[src/rtl/core/segmenting_transmit_task_queue_assert.svh]
// Assertion macros shared by the transmit task queue RTL.
// Needs i_clk and i_rst_n in the scope where a macro is used.
`ifndef SEGMENTING_TRANSMIT_TASK_QUEUE_ASSERT_SVH
`define SEGMENTING_TRANSMIT_TASK_QUEUE_ASSERT_SVH

// Same-cycle implication, checked outside reset.
`define STTQ_ASSERT_IMP(name, ante, cons) \
    name: assert property (@(posedge i_clk) disable iff (!i_rst_n) (ante) |-> (cons)) \
        else $error("transmit task queue: check failed");

// Next-cycle implication, checked outside reset.
`define STTQ_ASSERT_NXT(name, ante, cons) \
    name: assert property (@(posedge i_clk) disable iff (!i_rst_n) (ante) |=> (cons)) \
        else $error("transmit task queue: check failed");

`endif

[src/rtl/core/sttq_pkg.sv]
// Types, codes and defaults of the segmenting transmit task queue.
// No dependencies.
package sttq_pkg;

    localparam int SLOT_COUNT_DEF = 10;
    localparam logic [7:0] MAX_SEGMENT_RST = 8'd40;

    // Configuration register indexes
    localparam logic CFG_LINK_OPEN   = 1'b0;
    localparam logic CFG_MAX_SEGMENT = 1'b1;

    typedef enum logic [1:0] {
        SLOT_IDLE    = 2'd0,
        SLOT_READY   = 2'd1,
        SLOT_SENDING = 2'd2
    } t_slot_state;

    typedef enum logic [1:0] {
        REG_NONE = 2'd0,
        REG_OK   = 2'd1,
        REG_FULL = 2'd2
    } t_reg_status;

    typedef enum logic [2:0] {
        ST_IDLE,
        ST_REG_SCAN,
        ST_SEND_SCAN,
        ST_SEND_EXEC,
        ST_FINISH
    } t_fsm;

    // One slot entry as held in the slot memory
    typedef struct packed {
        logic [31:0] address;
        logic [14:0] length;
        logic [14:0] sent;
        logic [7:0]  unit;
        logic        notify;
        logic [31:0] tag;
    } t_slot;

    typedef struct packed {
        logic        operation;
        logic [31:0] address;
        logic [14:0] length;
        logic        notify;
        logic [31:0] tag;
        logic        link_can_accept;
    } t_request;

    typedef struct packed {
        t_reg_status reg_status;
        logic        seg_valid;
        logic [31:0] seg_address;
        logic [8:0]  seg_length;
        logic        seg_first;
        logic        seg_last;
        logic        task_done;
        logic [31:0] done_tag;
    } t_result;

endpackage

[src/rtl/core/sttq_slot_mem.sv]
// Slot memory: one write port, one read port with registered read data.
// Depends on sttq_pkg for the slot entry type.
module sttq_slot_mem #(
    parameter int SLOT_COUNT = sttq_pkg::SLOT_COUNT_DEF,
    localparam int SLOT_AW = $clog2(SLOT_COUNT)
) (
    input  logic                 i_clk,
    input  logic                 i_wr_en,
    input  logic [SLOT_AW-1:0]   i_wr_addr,
    input  sttq_pkg::t_slot      i_wr_data,
    input  logic                 i_rd_en,
    input  logic [SLOT_AW-1:0]   i_rd_addr,
    output sttq_pkg::t_slot      o_rd_data
);

    sttq_pkg::t_slot r_mem [SLOT_COUNT];
    sttq_pkg::t_slot r_rd_data;

    always_ff @(posedge i_clk) begin
        if (i_wr_en) begin
            r_mem[i_wr_addr] <= i_wr_data;
        end
    end

    always_ff @(posedge i_clk) begin
        if (i_rd_en) begin
            r_rd_data <= r_mem[i_rd_addr];
        end
    end

    assign o_rd_data = r_rd_data;

endmodule

[src/rtl/core/segmenting_transmit_task_queue.sv]
// The registration search and the send search together visit at most SLOT_COUNT+1 slots,
// one per cycle, then one slot memory read and one result hand-off. One request at a time;
// the block takes no new request until the last result is handed off, and a finished
// result may wait on a stalled output.
// Reset (synchronous, i_rst_n low): all slots idle, service position 0, link closed,
// max segment 40, no result pending. Slot memory needs no clearing.
module segmenting_transmit_task_queue #(
    parameter int SLOT_COUNT = sttq_pkg::SLOT_COUNT_DEF,
    localparam int SLOT_AW = $clog2(SLOT_COUNT)
) (
    input  logic               i_clk,
    input  logic               i_rst_n,
    // request channel
    input  logic               i_valid,
    output logic               o_stall,
    input  logic               i_operation,
    input  logic [31:0]        i_buffer_address,
    input  logic [14:0]        i_buffer_length,
    input  logic               i_notify_on_done,
    input  logic signed [31:0] i_completion_tag,
    input  logic               i_link_can_accept,
    // result channel
    output logic               o_valid,
    input  logic               i_stall,
    output logic [1:0]         o_register_status,
    output logic               o_segment_valid,
    output logic [31:0]        o_segment_address,
    output logic [8:0]         o_segment_length,
    output logic               o_segment_first,
    output logic               o_segment_last,
    output logic               o_task_done,
    output logic signed [31:0] o_done_tag,
    // configuration write channel
    input  logic               i_cfg_valid,
    output logic               o_cfg_ready,
    input  logic               i_cfg_index,
    input  logic [7:0]         i_cfg_data
);

    localparam logic [SLOT_AW-1:0] LAST = SLOT_AW'(SLOT_COUNT - 1);

    function automatic logic [SLOT_AW-1:0] f_next(input logic [SLOT_AW-1:0] s);
        return (s == LAST) ? '0 : s + 1'b1;
    endfunction

    // ------------------------------------------------------------------
    // Registers
    // ------------------------------------------------------------------
    sttq_pkg::t_fsm        r_state, n_state;
    sttq_pkg::t_slot_state r_slot_state [SLOT_COUNT];
    sttq_pkg::t_slot_state n_slot_state [SLOT_COUNT];
    logic [SLOT_AW-1:0]    r_pos, n_pos;      // service position, also the send scan pointer
    logic [SLOT_AW-1:0]    r_ptr, n_ptr;      // registration scan pointer
    logic [SLOT_AW-1:0]    r_cnt, n_cnt;      // slots visited in the current scan
    sttq_pkg::t_request    r_req, n_req;
    sttq_pkg::t_result     r_res, n_res;      // result under construction
    sttq_pkg::t_result     r_out, n_out;      // result offered downstream
    logic                  r_out_valid, n_out_valid;
    logic                  r_link_open;
    logic [7:0]            r_max_segment;

    // slot memory port
    logic               mem_wr_en;
    logic [SLOT_AW-1:0] mem_wr_addr;
    sttq_pkg::t_slot    mem_wr_data;
    logic               mem_rd_en;
    sttq_pkg::t_slot    mem_rd_data;

    sttq_slot_mem #(
        .SLOT_COUNT (SLOT_COUNT)
    ) u_slot_mem (
        .i_clk     (i_clk),
        .i_wr_en   (mem_wr_en),
        .i_wr_addr (mem_wr_addr),
        .i_wr_data (mem_wr_data),
        .i_rd_en   (mem_rd_en),
        .i_rd_addr (r_pos),
        .o_rd_data (mem_rd_data)
    );

    // ------------------------------------------------------------------
    // Segment arithmetic on the slot read back from memory.
    // A ready slot fixes its unit now; a sending slot reuses the stored one.
    // ------------------------------------------------------------------
    logic [14:0] seg_left;
    logic [7:0]  seg_limit;
    logic [7:0]  seg_unit;
    logic [15:0] seg_sum;
    logic        seg_fin;
    logic        seg_was_ready;

    assign seg_was_ready = (r_slot_state[r_pos] == sttq_pkg::SLOT_READY);
    assign seg_left      = mem_rd_data.length - mem_rd_data.sent;
    assign seg_limit     = (r_max_segment == 8'd0) ? 8'd1 : r_max_segment;
    assign seg_unit      = !seg_was_ready ? mem_rd_data.unit
                         : (seg_left > {7'd0, seg_limit}) ? seg_limit : seg_left[7:0];
    assign seg_sum       = {1'b0, mem_rd_data.sent} + {8'd0, seg_unit};
    assign seg_fin       = seg_sum >= {1'b0, mem_rd_data.length};

    // ------------------------------------------------------------------
    // Configuration: always ready; the user must write it only while the queue is idle (not enforced).
    // ------------------------------------------------------------------
    assign o_cfg_ready = 1'b1;

    always_ff @(posedge i_clk) begin
        if (!i_rst_n) begin
            r_link_open   <= 1'b0;
            r_max_segment <= sttq_pkg::MAX_SEGMENT_RST;
        end else if (i_cfg_valid && o_cfg_ready) begin
            unique case (i_cfg_index)
                sttq_pkg::CFG_LINK_OPEN:   r_link_open   <= i_cfg_data[0];
                sttq_pkg::CFG_MAX_SEGMENT: r_max_segment <= i_cfg_data;
                default:                   r_link_open   <= r_link_open;
            endcase
        end
    end

    // ------------------------------------------------------------------
    // Sequencer: next state, memory port and result assembly
    // ------------------------------------------------------------------
    assign o_stall = (r_state != sttq_pkg::ST_IDLE);

    always_comb begin
        n_state      = r_state;
        n_slot_state = r_slot_state;
        n_pos        = r_pos;
        n_ptr        = r_ptr;
        n_cnt        = r_cnt;
        n_req        = r_req;
        n_res        = r_res;
        n_out        = r_out;
        n_out_valid  = r_out_valid && i_stall;
        mem_wr_en    = 1'b0;
        mem_wr_addr  = r_ptr;
        mem_wr_data  = mem_rd_data;
        mem_rd_en    = 1'b0;

        unique case (r_state)
            sttq_pkg::ST_IDLE: begin
                if (i_valid) begin
                    // Latch the request and clear the result under construction.
                    n_req.operation       = i_operation;
                    n_req.address         = i_buffer_address;
                    n_req.length          = i_buffer_length;
                    n_req.notify          = i_notify_on_done;
                    n_req.tag             = i_completion_tag;
                    n_req.link_can_accept = i_link_can_accept;
                    n_res                 = '0;
                    n_cnt                 = '0;
                    if (i_operation == 1'b0) begin
                        // registration searches from the slot after the service position
                        n_ptr   = f_next(r_pos);
                        n_state = sttq_pkg::ST_REG_SCAN;
                    end else if (r_link_open) begin
                        n_state = sttq_pkg::ST_SEND_SCAN;
                    end else begin
                        n_state = sttq_pkg::ST_FINISH;
                    end
                end
            end

            sttq_pkg::ST_REG_SCAN: begin
                if (r_slot_state[r_ptr] == sttq_pkg::SLOT_IDLE) begin
                    // Take the free slot: write its entry and mark it ready.
                    mem_wr_en          = 1'b1;
                    mem_wr_addr        = r_ptr;
                    mem_wr_data.address = r_req.address;
                    mem_wr_data.length = r_req.length;
                    mem_wr_data.sent   = '0;
                    mem_wr_data.unit   = '0;
                    mem_wr_data.notify = r_req.notify;
                    mem_wr_data.tag    = r_req.tag;
                    n_slot_state[r_ptr] = sttq_pkg::SLOT_READY;
                    n_res.reg_status   = sttq_pkg::REG_OK;
                    n_cnt              = '0;
                    n_state            = r_link_open ? sttq_pkg::ST_SEND_SCAN
                                                     : sttq_pkg::ST_FINISH;
                end else if (r_cnt == LAST) begin
                    // queue full: no send attempt in this request
                    n_res.reg_status = sttq_pkg::REG_FULL;
                    n_state          = sttq_pkg::ST_FINISH;
                end else begin
                    n_ptr = f_next(r_ptr);
                    n_cnt = r_cnt + 1'b1;
                end
            end

            sttq_pkg::ST_SEND_SCAN: begin
                if (r_slot_state[r_pos] != sttq_pkg::SLOT_IDLE) begin
                    // Fetch the slot; the entry is back next cycle.
                    mem_rd_en = 1'b1;
                    n_state   = sttq_pkg::ST_SEND_EXEC;
                end else begin
                    // Advance; after a full lap the position is back where it began.
                    n_pos = f_next(r_pos);
                    n_cnt = r_cnt + 1'b1;
                    if (r_cnt == LAST) begin
                        n_state = sttq_pkg::ST_FINISH;
                    end
                end
            end

            sttq_pkg::ST_SEND_EXEC: begin
                mem_wr_en   = 1'b1;
                mem_wr_addr = r_pos;
                n_state     = sttq_pkg::ST_FINISH;
                if (!r_req.link_can_accept) begin
                    // Link refuses: hold the fixed unit and keep the slot sending.
                    mem_wr_data.unit    = seg_unit;
                    n_slot_state[r_pos] = sttq_pkg::SLOT_SENDING;
                end else begin
                    n_res.seg_valid   = 1'b1;
                    n_res.seg_address = mem_rd_data.address + 32'(mem_rd_data.sent) - 32'd1;
                    n_res.seg_length  = {1'b0, seg_unit} + 9'd1;
                    n_res.seg_first   = (mem_rd_data.sent == 15'd0);
                    n_res.seg_last    = seg_fin;
                    mem_wr_data.sent  = seg_sum[14:0];
                    mem_wr_data.unit  = '0;
                    if (seg_fin) begin
                        // Task finished: free the slot and move the position on.
                        n_slot_state[r_pos] = sttq_pkg::SLOT_IDLE;
                        n_pos               = f_next(r_pos);
                        if (mem_rd_data.notify) begin
                            n_res.task_done = 1'b1;
                            n_res.done_tag  = mem_rd_data.tag;
                        end
                    end else begin
                        n_slot_state[r_pos] = sttq_pkg::SLOT_READY;
                    end
                end
            end

            sttq_pkg::ST_FINISH: begin
                // Hand the result to the output register once it is free.
                if (!r_out_valid || !i_stall) begin
                    n_out       = r_res;
                    n_out_valid = 1'b1;
                    n_state     = sttq_pkg::ST_IDLE;
                end
            end

            default: begin
                n_state = sttq_pkg::ST_IDLE;
            end
        endcase
    end

    always_ff @(posedge i_clk) begin
        if (!i_rst_n) begin
            r_state     <= sttq_pkg::ST_IDLE;
            r_pos       <= '0;
            r_out_valid <= 1'b0;
            for (int k = 0; k < SLOT_COUNT; k++) begin
                r_slot_state[k] <= sttq_pkg::SLOT_IDLE;
            end
        end else begin
            r_state      <= n_state;
            r_pos        <= n_pos;
            r_out_valid  <= n_out_valid;
            r_slot_state <= n_slot_state;
        end
    end

    always_ff @(posedge i_clk) begin
        r_ptr <= n_ptr;
        r_cnt <= n_cnt;
        r_req <= n_req;
        r_res <= n_res;
        r_out <= n_out;
    end

    // ------------------------------------------------------------------
    // Result ports
    // ------------------------------------------------------------------
    assign o_valid           = r_out_valid;
    assign o_register_status = r_out.reg_status;
    assign o_segment_valid   = r_out.seg_valid;
    assign o_segment_address = r_out.seg_address;
    assign o_segment_length  = r_out.seg_length;
    assign o_segment_first   = r_out.seg_first;
    assign o_segment_last    = r_out.seg_last;
    assign o_task_done       = r_out.task_done;
    assign o_done_tag        = $signed(r_out.done_tag);

    // ------------------------------------------------------------------
    // Checks
    // ------------------------------------------------------------------
`include "segmenting_transmit_task_queue_assert.svh"

    `STTQ_ASSERT_IMP(a_pos_in_range, 1'b1, r_pos <= LAST)
    `STTQ_ASSERT_IMP(a_full_no_send, o_valid && o_register_status == sttq_pkg::REG_FULL, !o_segment_valid)
    `STTQ_ASSERT_IMP(a_done_is_last, o_valid && o_task_done, o_segment_valid && o_segment_last)
    `STTQ_ASSERT_IMP(a_mem_one_port, mem_wr_en, !mem_rd_en)
    `STTQ_ASSERT_NXT(a_read_then_exec, mem_rd_en, r_state == sttq_pkg::ST_SEND_EXEC)

endmodule

[config.mk]
export PLATFORM = sky130hd
export DESIGN_NAME = segmenting_transmit_task_queue
export DESIGN_NICKNAME = d
export VERILOG_FILES = /design/src/rtl/core/sttq_pkg.sv /design/src/rtl/core/sttq_slot_mem.sv /design/src/rtl/core/segmenting_transmit_task_queue.sv
export VERILOG_INCLUDE_DIRS = /design/src /design/src/rtl/core
export SDC_FILE = /design/constraint.sdc
export NUM_CORES = 2
export LEC_CHECK = 0
export BUFFER_PORTS_ARGS = -buffer_cell sky130_fd_sc_hd__buf_2
export CELL_PAD_IN_SITES_DETAIL_PLACEMENT = 2
export CELL_PAD_IN_SITES_GLOBAL_PLACEMENT = 2
export CORE_MARGIN = 10
export CORE_UTILIZATION = 50
export CTS_CLUSTER_DIAMETER = 200
export DETAILED_ROUTE_END_ITERATION = 6
export PLACE_DENSITY_LB_ADDON = 0.08
export SETUP_SLACK_MARGIN = 0.1
export SYNTH_ARGS = -nofsm -noshare
export SYNTH_HDL_FRONTEND = slang
export SYNTH_SLANG_ARGS = --single-unit
[constraint.sdc]
create_clock -name i_clk -period 12.37 [get_ports i_clk]
set_clock_uncertainty 0.05 [all_clocks]
set_input_delay 2.474 -clock i_clk [delete_from_list [all_inputs] [get_ports i_clk]]
set_output_delay 2.474 -clock i_clk [all_outputs]
set_load 0.1 [all_outputs]
==> out/results.tsv <==
metric	value	unit
first_pass_iters	7	
cts_num_sinks	1417	
hp-class	reg2reg	
ys_warn_count	0	
r2r_cells	38	
rrSetupSlack	1.02	ns
yosysTopAreaCell	edfxtp_1	
synth_area_leaders	edfxtp_1 (72%), mux4_2 (8.2%), ha_1 (2.0%)	
vdd_ir_drop_max	0.136	mV
fillCellCount	9662	
dr.max_layer_used	met5	
cts_buffers	150	
synth_top_cell_area_share	71.8	%
grt_pass1_wl	289	mm
grt-ovfl-total	0	
dp_slack	1.71	ns
power_leakage	21.3	nW
grt_max_degree	165	
fp.dieH	360	µm
hold_buffers	0	
cts_repair_resize_count	0	
vias	34100	
worst-setup-path-type	reg2reg	
end_kind	flip-flop	
route.met3.wl	12.8	mm
portBuffers	176	
drcViolationCount	0	
cts_root_buf	clkbuf_16	
final_cell_area	0.0651	mm²
timing.slew.headroom	3.50	%
critPathArrivalTime	11.52	ns
worstSetupStartpoint	u_slot_mem.o_rd_data[42]	
ys_types	80	
layout-drive-gt1-share	20.0	%
synthTopCellsByCount	edfxtp_1 (1380), mux4_2 (210), a21oi_1 (194)	
synth_top_family_by_area	multiplexers	
core_area	0.115	mm²
hold_slack	0.359	ns
synth_flop_cell	edfxtp_1	
cpMostUsedCell	o21ai_0	
detail_route.wl_per_cell	38.8	µm
outcome	completed	
io-pin-count	178	
finalSetupViolations	0	
slew_violations	0	
syn_inst	3339	
fin_tns_setup	0	ns
initial_core_util	50.4	%
syn_avg_cell_area	17.3	µm²
worstHoldStart	r_res[57]	
period_needed	11.35	ns
clock_tree.buffer_depth	3	
synth.most_common_cell	edfxtp_1	
syn_nets	3532	
synth-edff-count	1380	
initialDrtViolationCount	3933	
row_count	124	
critPathRequiredTime	12.54	ns
met1_length	78.1	mm
placed_cell_area	0.0603	mm²
p_per_area	159	mW/mm²
place_hpwl	112	mm
max_clock_freq	88.1	MHz
rsz0062_at_grt	no	
syn_area	0.0577	mm²
synth_xor_area_share	0.802	%
track_usage	30.6	%
worstSetupStartpointType	flip-flop	
dieArea	0.129	mm²
cp-endpoint	r_res[15]	
cp_slowest_stage_delay	0.77	ns
crit_slowest_cell	a211oi_1	
final_nets	3737	
seqCellArea	0.0422	mm²
htreeDepth	4	
tightestPinTransition	1.43	ns
synthMuxAreaShare	10.9	%
ant_nets	0	
synthAdderAreaFrac	2.14	%
drt-total-wl	201	mm
multi_input_area	0.0145	mm²
syn_to_final_growth	12.8	%
synthSimpleGateAreaFrac	4.67	%
min_period_over_period	91.8	%
clock_latency	0.79	ns
cts_tree	built	
cts_setup_buffers	0	
synth_compound_area_share	6.29	%
reg2reg_to	r_res[15]	
setup_slack	1.02	ns
finalHoldViolations	0	
maxCapViolCount	0	
first_global_vias	37400	
finalPower	10.4	mW
antenna_found_initial	7	
met2_length	102	mm
ys_seq_area_share	73.1	%
clk_pin_slew	0.06	ns
viasPerCell	6.59	
async_reset_ff_share	0	%
gp_congestion	0.825	
r2r_start	u_slot_mem.o_rd_data[42]	
synth_seq_cells	1417	
die_x	360	µm
critical_path_peak_fanout	33	
cell usage in the layout, fill, tap and decap left out, drive strengths merged, types with 22 or more instances in the layout:
cell type,count
edfxtp,1380
buf,229
mux4,210
a21oi,196
clkbuf,186
nand2,135
inv,133
nor2,124
mux2i,116
a211oi,114
and2,111
o21ai,106
ha,94
clkinv,61
and3,44
dfxtp,37
mux2,36
a21o,34
xnor2,34
nor3,25
nand3,23
nor2b,22
final cells by class:
cell class	count	area share [%]
Sequential cell	1417	64.8
Clock inverter	81	1.26
Clock buffer	186	6.01
Tap cell	1512	2.91
Timing Repair Buffer	229	2.05
Inverter	128	0.744
Antenna cell	1	0.00384
Multi-Input combinational cell	1618	22.2
where the power goes:
part / switching (mW) / leakage [nW] / internal [mW]
clock network: 2.06 / 2.30 / 2.49
registers: 0.0465 / 12.9 / 5.36
logic: 0.329 / 6.08 / 0.0815
total: 2.44 / 21.2 / 7.94
flip-flops by register name, indices dropped and copies added, names as in the netlist, 2 cells and up, named ones only:
register              flops
u_slot_mem.r_mem       1030
u_slot_mem.o_rd_data    103
r_req                    81
r_res                    79
o_done_tag               32
o_segment_address        32
o_segment_length          9
r_slot_state              9
r_max_segment             8
r_cnt                     4
r_pos                     4
r_ptr                     4
r_state                   3
o_register_status         2
worst min path at each step:
stage | depth (start not counted) | slack, ns | end
2_1_floorplan | 0 | 0.35 | o_done_tag[0]
3_5_place_dp | 0 | 0.36 | o_segment_address[28]
4_1_cts | 0 | 0.36 | o_segment_address[13]
6_report | 0 | 0.36 | o_segment_address[13]
3_3_place_gp | 0 | 0.35 | o_segment_address[30]
5_1_grt | 0 | 0.38 | o_segment_address[12]
through the flow:
step | std cells | utilization [%]
2_1_floorplan | 3339 | -
3_3_place_gp | 4902 | 52.7
3_5_place_dp | 4902 | 52.7
4_1_cts | 5169 | 56.8
5_1_grt | 5172 | 56.9
6_report | 5172 | 56.9
layer usage:
metal	global-route usage, %	up-vias
li1	-	13500
met1	38.7	18400
met2	53.0	1673
met3	4.97	432
met4	11.5	4
met5	0	-
logic make-up after synthesis:
family / Yosys count
adder cells (fa/ha/maj): 97
buffers and inverters: 304
XOR/XNOR: 52
other: 1
AO/OA/AOI/OAI: 570
flip-flops: 1417
AND/OR/NAND/NOR: 536
multiplexers: 362
critical path: cells and delay by family (launching register included):
family / cells / cell delay, ns
AND/OR/NAND/NOR: 10 / 2.76
XOR/XNOR: 2 / 0.53
buffers and inverters: 3 / 0.55
AO/OA/AOI/OAI: 18 / 4.84
flip-flops: 1 / 0.46
adder cells (fa/ha/maj): 5 / 1.57
Note: power is estimated with default switching activity, not from simulation.
